==> src/rtl/assert_macros.svh <==
// Assertion macros shared by the bounded line collector RTL.
// Included by the modules that check their own logic; no other dependencies.
`ifndef ASSERT_MACROS_SVH
`define ASSERT_MACROS_SVH

// Same-cycle implication, checked on every rising edge outside reset.
`define BLC_ASSERT_IMP(label, clk, rst_n, ante, cons) \
    label: assert property (@(posedge clk) disable iff (!(rst_n)) (ante) |-> (cons)) \
        else $error("blc assertion failed");

// Next-cycle implication, checked on every rising edge outside reset.
`define BLC_ASSERT_NEXT(label, clk, rst_n, ante, cons) \
    label: assert property (@(posedge clk) disable iff (!(rst_n)) (ante) |=> (cons)) \
        else $error("blc assertion failed");

`endif

==> src/rtl/blc_pkg.sv <==
// Shared types and constants of the bounded line collector.
// Used by blc_core, blc_obuf and bounded_line_collector; no dependencies.
package blc_pkg;

    localparam int C_CFG_W     = 9;
    localparam int C_CFG_IDX_W = 1;

    localparam logic [7:0] C_LF_BYTE  = 8'h0A;
    localparam logic [7:0] C_CR_BYTE  = 8'h0D;
    localparam logic [7:0] C_NUL_BYTE = 8'h00;

    // Largest line store the design is built for, and the capacity clamp that follows.
    localparam int C_MAX_CAPACITY     = 256;
    localparam int C_CAP_LIMIT_INT    = (C_MAX_CAPACITY < 256) ? C_MAX_CAPACITY : 256;
    localparam logic [C_CFG_W-1:0] C_CAP_LIMIT     = C_CFG_W'(C_CAP_LIMIT_INT);
    localparam logic [C_CFG_W-1:0] C_CAP_RESET     = C_CFG_W'(256);
    localparam logic [C_CFG_W-1:0] C_CAP_MIN       = C_CFG_W'(2);

    typedef enum logic [C_CFG_IDX_W-1:0] {
        CFG_CAPACITY = 1'b0,
        CFG_KEEP     = 1'b1
    } t_cfg_idx;

    typedef enum logic [1:0] {
        EV_STORED   = 2'd0,
        EV_SKIPPED  = 2'd1,
        EV_DROPPED  = 2'd2,
        EV_COMPLETE = 2'd3
    } t_event;

    typedef struct packed {
        logic [7:0] line_len;
        logic [7:0] byte_value;
        logic [7:0] store_index;
        logic       byte_stored;
        t_event     event_res;
    } t_result;

endpackage

==> src/rtl/blc_core.sv <==
// Per-byte decision logic, line state and configuration registers.
// Depends on blc_pkg and assert_macros.svh.
`include "assert_macros.svh"

module blc_core (
    input  logic                            i_clk,
    input  logic                            i_rst_n,
    input  logic                            i_cfg_wen,
    input  logic [blc_pkg::C_CFG_IDX_W-1:0] i_cfg_idx,
    input  logic [blc_pkg::C_CFG_W-1:0]     i_cfg_wdata,
    input  logic                            i_fire,
    input  logic [7:0]                      i_data_byte,
    input  logic                            i_raw_call,
    output logic                            o_res_valid,
    output blc_pkg::t_result                o_res
);
    import blc_pkg::*;

    logic [C_CFG_W-1:0] r_cap;
    logic               r_keep;
    logic [7:0]         r_count;
    logic [7:0]         r_crs;
    logic               r_disc;

    logic [7:0]         n_count;
    logic [7:0]         n_crs;
    logic               n_disc;

    logic [C_CFG_W-1:0] cap_eff;
    logic [C_CFG_W-1:0] cap_last;
    logic               enabled;
    logic               keep;
    logic               is_lf;
    logic               store_req;
    logic [7:0]         cnt1;
    logic [7:0]         crs1;
    logic [7:0]         cr_cut;

    always_ff @(posedge i_clk) begin
        if (!i_rst_n) begin
            r_cap  <= C_CAP_RESET;
            r_keep <= 1'b0;
        end else if (i_cfg_wen) begin
            unique case (t_cfg_idx'(i_cfg_idx))
                CFG_CAPACITY: r_cap  <= i_cfg_wdata;
                CFG_KEEP:     r_keep <= i_cfg_wdata[0];
                default: ;
            endcase
        end
    end

    always_comb begin
        cap_eff   = (r_cap > C_CAP_LIMIT) ? C_CAP_LIMIT : r_cap;
        cap_last  = cap_eff - C_CFG_W'(1);
        enabled   = (cap_eff >= C_CAP_MIN);
        keep      = i_raw_call | r_keep;
        is_lf     = (i_data_byte == C_LF_BYTE);
        store_req = !is_lf || keep;
        cnt1      = store_req ? (r_count + 8'd1) : r_count;
        crs1      = store_req ? ((i_data_byte == C_CR_BYTE) ? (r_crs + 8'd1) : 8'd0) : r_crs;
        cr_cut    = (crs1 <= cnt1) ? crs1 : cnt1;

        n_count = r_count;
        n_crs   = r_crs;
        n_disc  = r_disc;

        o_res.event_res   = EV_STORED;
        o_res.byte_stored = 1'b0;
        o_res.store_index = 8'd0;
        o_res.byte_value  = i_data_byte;
        o_res.line_len    = 8'd0;

        if (r_disc) begin
            o_res.event_res = EV_SKIPPED;
            if (is_lf) begin
                n_disc = 1'b0;
            end
        end else if ((i_data_byte == C_NUL_BYTE)
                     || (({1'b0, r_count} >= cap_last) && store_req)) begin
            o_res.event_res = EV_DROPPED;
            n_count = 8'd0;
            n_crs   = 8'd0;
            n_disc  = !is_lf;
        end else begin
            if (store_req) begin
                o_res.byte_stored = 1'b1;
                o_res.store_index = r_count;
            end
            if (is_lf) begin
                o_res.event_res = EV_COMPLETE;
                o_res.line_len  = keep ? cnt1 : (cnt1 - cr_cut);
                n_count = 8'd0;
                n_crs   = 8'd0;
            end else begin
                o_res.event_res = EV_STORED;
                n_count = cnt1;
                n_crs   = crs1;
            end
        end

        o_res_valid = i_fire && enabled;
    end

    always_ff @(posedge i_clk) begin
        if (!i_rst_n) begin
            r_count <= 8'd0;
            r_crs   <= 8'd0;
            r_disc  <= 1'b0;
        end else if (i_fire && enabled) begin
            r_count <= n_count;
            r_crs   <= n_crs;
            r_disc  <= n_disc;
        end
    end

    // While discarding, nothing of the dropped line is held.
    `BLC_ASSERT_IMP(a_disc_empty, i_clk, i_rst_n, r_disc, (r_count == 8'd0) && (r_crs == 8'd0))
    // The trailing CR run never reaches past the start of the line.
    `BLC_ASSERT_IMP(a_crs_bound, i_clk, i_rst_n, 1'b1, r_crs <= r_count)

endmodule

==> src/rtl/blc_obuf.sv <==
// Output register with one skid entry, so input acceptance waits on the sink only once two
// results are held. Depends on blc_pkg and assert_macros.svh.
`include "assert_macros.svh"

module blc_obuf (
    input  logic             i_clk,
    input  logic             i_rst_n,
    input  logic             i_in_valid,
    input  blc_pkg::t_result i_in_data,
    output logic             o_in_ready,
    output logic             o_out_valid,
    output blc_pkg::t_result o_out_data,
    input  logic             i_out_ready
);
    import blc_pkg::*;

    logic    r_out_v;
    logic    r_skid_v;
    t_result r_out;
    t_result r_skid;

    logic    n_out_v;
    logic    n_skid_v;
    logic    load_out;
    logic    load_skid;
    logic    out_take;

    always_comb begin
        out_take  = r_out_v && i_out_ready;
        n_out_v   = r_out_v;
        n_skid_v  = r_skid_v;
        load_out  = 1'b0;
        load_skid = 1'b0;
        if (r_skid_v) begin
            if (out_take) begin
                n_skid_v = 1'b0;
            end
        end else if (i_in_valid) begin
            if (!r_out_v || out_take) begin
                load_out = 1'b1;
                n_out_v  = 1'b1;
            end else begin
                load_skid = 1'b1;
                n_skid_v  = 1'b1;
            end
        end else if (out_take) begin
            n_out_v = 1'b0;
        end
    end

    always_ff @(posedge i_clk) begin
        if (!i_rst_n) begin
            r_out_v  <= 1'b0;
            r_skid_v <= 1'b0;
        end else begin
            r_out_v  <= n_out_v;
            r_skid_v <= n_skid_v;
        end
    end

    always_ff @(posedge i_clk) begin
        if (r_skid_v && out_take) begin
            r_out <= r_skid;
        end else if (load_out) begin
            r_out <= i_in_data;
        end
        if (load_skid) begin
            r_skid <= i_in_data;
        end
    end

    assign o_in_ready  = !r_skid_v;
    assign o_out_valid = r_out_v;
    assign o_out_data  = r_out;

    // The skid entry is only ever used behind a held output beat.
    `BLC_ASSERT_IMP(a_skid_behind_out, i_clk, i_rst_n, r_skid_v, r_out_v)
    // A result parked in the skid entry moves to the output once that beat leaves.
    `BLC_ASSERT_NEXT(a_skid_drains, i_clk, i_rst_n, r_skid_v && i_out_ready, r_out_v && !r_skid_v)

endmodule

==> src/rtl/bounded_line_collector.sv <==
// Top level of the bounded line collector: stream ports, config port and wiring.
// Depends on blc_pkg, blc_core and blc_obuf.

// The bounded line collector takes one received byte per beat and reports, one
// result beat per input beat, what happened to it: stored at an index of the
// current line, skipped while discarding, the partial line dropped, or the line
// completed with its length. The line text itself is kept downstream from
// store_index and byte_value. A byte is accepted every clock cycle while
// s_axis_tready is high; its result goes to the master side from an output
// register. s_axis_tready falls only when the sink has stalled for two results
// (the output register and its skid entry are both full), so a stall on the
// master side costs the input side at most that backlog. When the effective
// capacity (buffer_capacity, clamped to 256) is below 2, input beats are still
// accepted but produce no result and leave the line state untouched. There is
// no clearing pass after reset; the block is ready in the first cycle after
// reset is released. Configuration writes take effect at the clock edge that
// carries i_cfg_wen and are meant to happen only while no results are pending.
module bounded_line_collector (
    input  logic                            i_clk,
    input  logic                            i_rst_n,
    // Configuration: index 0 buffer_capacity (9 bits), index 1 keep_terminator.
    input  logic                            i_cfg_wen,
    input  logic [blc_pkg::C_CFG_IDX_W-1:0] i_cfg_idx,
    input  logic [blc_pkg::C_CFG_W-1:0]     i_cfg_wdata,
    // Input stream.
    input  logic                            s_axis_tvalid,
    output logic                            s_axis_tready,
    input  logic [7:0]                      s_axis_tdata,  // [7:0] data_byte
    input  logic [0:0]                      s_axis_tuser,  // [0] raw_call
    // Result stream.
    output logic                            m_axis_tvalid,
    input  logic                            m_axis_tready,
    output logic [23:0]                     m_axis_tdata,  // [7:0] store_index,
                                                           // [15:8] byte_value,
                                                           // [23:16] line_len
    output logic [2:0]                      m_axis_tuser   // [1:0] event_res,
                                                           // [2] byte_stored
);
    import blc_pkg::*;

    logic    fire;
    logic    res_valid;
    t_result res;
    t_result out_res;

    // An input beat is taken whenever the skid entry has room.
    assign fire = s_axis_tvalid && s_axis_tready;

    blc_core u_core (
        .i_clk       (i_clk),
        .i_rst_n     (i_rst_n),
        .i_cfg_wen   (i_cfg_wen),
        .i_cfg_idx   (i_cfg_idx),
        .i_cfg_wdata (i_cfg_wdata),
        .i_fire      (fire),
        .i_data_byte (s_axis_tdata),
        .i_raw_call  (s_axis_tuser[0]),
        .o_res_valid (res_valid),
        .o_res       (res)
    );

    blc_obuf u_obuf (
        .i_clk       (i_clk),
        .i_rst_n     (i_rst_n),
        .i_in_valid  (res_valid),
        .i_in_data   (res),
        .o_in_ready  (s_axis_tready),
        .o_out_valid (m_axis_tvalid),
        .o_out_data  (out_res),
        .i_out_ready (m_axis_tready)
    );

    assign m_axis_tdata = {out_res.line_len, out_res.byte_value, out_res.store_index};
    assign m_axis_tuser = {out_res.byte_stored, out_res.event_res};

endmodule

==> config.mk <==
export PLATFORM = sky130hd
export DESIGN_NAME = bounded_line_collector
export DESIGN_NICKNAME = d
export VERILOG_FILES = /design/src/rtl/blc_pkg.sv /design/src/rtl/blc_core.sv /design/src/rtl/blc_obuf.sv /design/src/rtl/bounded_line_collector.sv
export VERILOG_INCLUDE_DIRS = /design/src /design/src/rtl
export SDC_FILE = /design/constraint.sdc
export NUM_CORES = 1
export LEC_CHECK = 0
export BUFFER_PORTS_ARGS = -buffer_cell sky130_fd_sc_hd__buf_4
export CAP_MARGIN = 10
export CORE_MARGIN = 1.5
export CORE_UTILIZATION = 30
export CTS_CLUSTER_SIZE = 12
export DETAILED_ROUTE_END_ITERATION = 7
export HOLD_SLACK_MARGIN = 0.08
export RECOVER_POWER = 25
export SLEW_MARGIN = 10
export SYNTH_ARGS = -nofsm -noshare
export SYNTH_HDL_FRONTEND = slang
export SYNTH_SLANG_ARGS = --single-unit
==> constraint.sdc <==
create_clock -name i_clk -period 4.62 [get_ports i_clk]
set_input_delay 0.462 -clock i_clk [delete_from_list [all_inputs] [get_ports i_clk]]
set_output_delay 0.462 -clock i_clk [all_outputs]
set_load 0.02 [all_outputs]
==> run summary <==
Skew final - 12.5 ps
CTS tree - yes
EDFF count, synth - 54
DRT iter0 DRCs - 206
Largest net degree at the start of global routing - 32
Pwr Density - 306 nW/um^2
# clock sinks - 83
WP data arrival - 4640 ps
Global-route wire length before repair - 17,800 um
Async SR Flop Fraction - 0
Number of global-route vias before repair - 3,546
Starting Density - 0.306
Nature of the critical path endpoint - flop
CTS root buf - clkbuf_16
Worst path max stage delay - 540 ps
R2R depth - 24
Number of max-cap violations - 0
Sequential area share after synthesis - 0.455
Clock Latency Late Sink - 350 ps
Register Area - 2200 um^2
Crit share post-route - 0.967
Final critical-path required period - 4470 ps
Vias - 3,812
Largest family of logic cells by synthesized area - simple AND/OR/NAND/NOR gates
Critical path peak fanout - 6
Initial antenna violation count - 0
Placed Area - 5810 um^2
Adder and majority gate portion of the synthesized area - 0.0790
Internal cell power - 0.00140 W
Sequential share of power - 0.444
Die area - 16,900 um^2
Mux cell area share after synthesis - 0.0659
DRC - 0
CTS H-Tree Depth - 3
Fillers - 1,557
Wirelength per Cell - 14.1 um
Total Wirelength - 11,200 um
Cells along the critical path - buf_4 > or4_4 > or2_4 > o21ai_1 > nand2_1 > o31ai_1 > ha_1 > and4b_1 > a211oi_2 > o221ai_2 > o21a_4 > a21oi_2 > ha_2 > inv_1 > fa_2 > a21o_1 > a21oi_2 > o21bai_1 > a21oi_1 > xnor2_1 > mux2i_1 > o31ai_1
#FFs+latches synth - 83
Slowest CP cell - or4_4
Tightest Hold Check Type - primary input to flop
Most used flip-flop cell after synthesis - edfxtp_1
Worst Path Required - 4790 ps
Startpoint types - primary input
Endpoints failing setup - 0
Combinational Power Share - 0.166
Gr usage total - 0.135
Final hold violations - 0
Pleak - 2.45 nW
Cell Area, Synth - 4840 um^2
Unrepaired setup endpoints after global routing - yes
Clock Power Share - 0.391
Chip width - 130 um
GPL Wtd Cong - 0.843
Peak VDD IR - 0.164 mV
Clock-pin slew on the worst setup and hold paths - 60 ps
Xor-xnor portion of the synthesized cell area - 0.0305
Post-Syn Nets - 533
P&R area growth vs syn - 28.4%
CP Capture Point - u_obuf.o_out_data[25]
Synth Warn # - 0
Bufs on Longest Clock Path - 2
Die height - 130 um
Reg2reg start - u_core.r_keep
Post-Synth Simple-Gate Area - 0.187
Compound-cell area share of the yosys netlist - 0.144
TritonCTS buffer count - 9
Reg2reg end - u_obuf.o_out_data[25]
Pre-CTS WS - -250 ps
Max-Slew Margin vs Limit - 0.583
Critical path class - primary input to flop
DRT antenna net count - 0
Syn Inst Count - 479
Final Worst Setup Slack - 154 ps
Setup TNS - 0 ps
NetSw - 0.000505 W
F_max - 0.224 GHz
Yosys cell types - 64
Port Buf Inserts - 52
Critical Path Source - s_axis_tdata[7]
Nets - 629
Layout cells sized above 1 - 0.326
Status - complete, no violations
Final Max Slew Viols - 0
Measured slew at the worst slew-check pin - 623 ps
Switching share of power - 0.266
I/O pin count - 53
Row Count - 46
DRT Pass-1 Iters - 4
Core region area - 15,800 um^2
Multi-input logic area - 2550 um^2
N_diodes - 0
Finished Cell Area - 6220 um^2
Total gr overflow - 0
Syn_area_per_cell - 10.1 um^2
Vias per Instance - 4.79
HPWL after DPL - 8350 um
Worst reg-to-reg setup slack - 180 ps
==> logic make-up (layout without fill, tap and decap cells) <==
family                     count (synthesis)  in the layout
adders and majority gates                 30             30
xor gates and xnor gates                  16             16
muxes                                     29             29
buffers and inverters                     45            146
and+or+nand+nor                          178            178
AOI/OAI and AO/OA                         98             98
DFF                                       83             83
==> per-stage QoR <==
step	power (W)	instances	utilization	hold slack (ps)
3_5_place_dp	0.00117	777	0.367	509
4_1_cts	0.00191	793	0.387	305
3_3_place_gp	0.00116	777	0.367	489
5_1_grt	0.00199	796	0.393	318
6_report	0.00190	796	0.393	328
2_1_floorplan	0.00105	479	-	454
==> power by group through the flow <==
stage / Sequential, W / Combinational (W) / Clock, W
CTS: 0.000845 / 0.000308 / 0.000761
finish: 0.000844 / 0.000315 / 0.000744
floorplan: 0.000884 / 0.000170 / 0
global route: 0.000848 / 0.000347 / 0.000791
global placement: 0.000860 / 0.000302 / 0
detailed placement: 0.000861 / 0.000306 / 0
==> cells in the mapped netlist (5+ instances only) <==
cell / n / area, um^2
a21oi_1: 23 / 115
edfxtp_1: 54 / 1620
and2_1: 9 / 56.3
buf_2: 6 / 30.0
nor2b_1: 11 / 68.8
nor3_1: 7 / 35.0
mux2i_1: 6 / 60.1
nand2_1: 56 / 210
mux2_2: 23 / 259
nand2b_1: 6 / 37.5
a211oi_2: 5 / 62.6
nand3_1: 15 / 75.1
xnor2_1: 8 / 70.1
ha_1: 29 / 363
dfxtp_1: 29 / 581
a22oi_1: 8 / 60.1
o31ai_1: 5 / 37.5
a21boi_0: 8 / 60.1
clkbuf_1: 14 / 52.6
inv_1: 22 / 82.6
o21ai_0: 17 / 85.1
nor2_1: 40 / 150
xor2_1: 7 / 61.3
==> placed cells by master, fill, tap and decap left out, types with 6 or more instances in the layout <==
master,instances
inv_1,21
nand2_1,56
ha_1,27
and2_1,9
nand2b_1,6
a21oi_1,20
buf_4,104
a21boi_0,8
a211oi_2,6
mux2i_1,6
clkbuf_16,9
xnor2_1,7
edfxtp_1,54
mux2_2,23
xor2_1,7
a22oi_1,8
dfxtp_1,28
nor3_1,7
nor2_1,39
nor2b_1,11
o21ai_0,15
nand3_1,14
==> repair_timing <==
action	in CTS	in global routing
hold buffers	0	0
buffers inserted	0	3
pin swaps	0	11
setup endpoints to repair	1	7
gates resized for setup	2	17
==> worst max-delay path: cells and delay by family <==
| kind | cells | cell delay (ps) |
|---|---|---|
| AO/OA/AOI/OAI | 11 | 1820 |
| XOR/XNOR | 1 | 130 |
| adder cells (fa/ha/maj) | 3 | 850 |
| buffers and inverters | 2 | 180 |
| multiplexers | 1 | 100 |
| AND/OR/NAND/NOR | 4 | 1090 |
==> per-layer routing <==
metal	wire [um]	share of wire	up-vias	GRT usage
li1	-	-	1930	-
met5	0	0	-	0
met1	5310	0.48	1776	0.182
met3	453	0.040	19	0.0238
met2	5090	0.45	87	0.206
met4	331	0.030	0	0.0732
==> cell type report <==
class / count / share of cell area
flip-flops and latches: 83 / 0.354
clock buffers: 10 / 0.0368
well taps: 216 / 0.0435
inverters: 24 / 0.0145
clock inverters: 6 / 0.0117
multi-input cells: 351 / 0.410
repair buffers: 106 / 0.129
==> flip-flops by register name, indices dropped and copies added (netlist names) <==
name	flops
u_core.r_cap	9
u_obuf.o_out_data	27
u_obuf.r_skid	27
u_obuf.o_out_valid	1
u_obuf.r_skid_v	1
u_core.r_crs	8
u_core.r_disc	1
u_core.r_keep	1
u_core.r_count	8
==> how the worst min path moves through the flow <==
stage / startpoint / to / slack (ps) / cells past startpoint
detailed placement: u_core.r_cap[5] / u_core.r_cap[5] / 510 / 2
CTS: s_axis_tdata[6] / u_obuf.r_skid[17] / 300 / 1
floorplan: u_core.r_keep / u_core.r_keep / 450 / 2
global placement: u_core.r_cap[5] / u_core.r_cap[5] / 490 / 2
finish: s_axis_tdata[2] / u_obuf.r_skid[13] / 330 / 1
global route: s_axis_tdata[2] / u_obuf.r_skid[13] / 320 / 1
(Power assumes the default switching activity.)
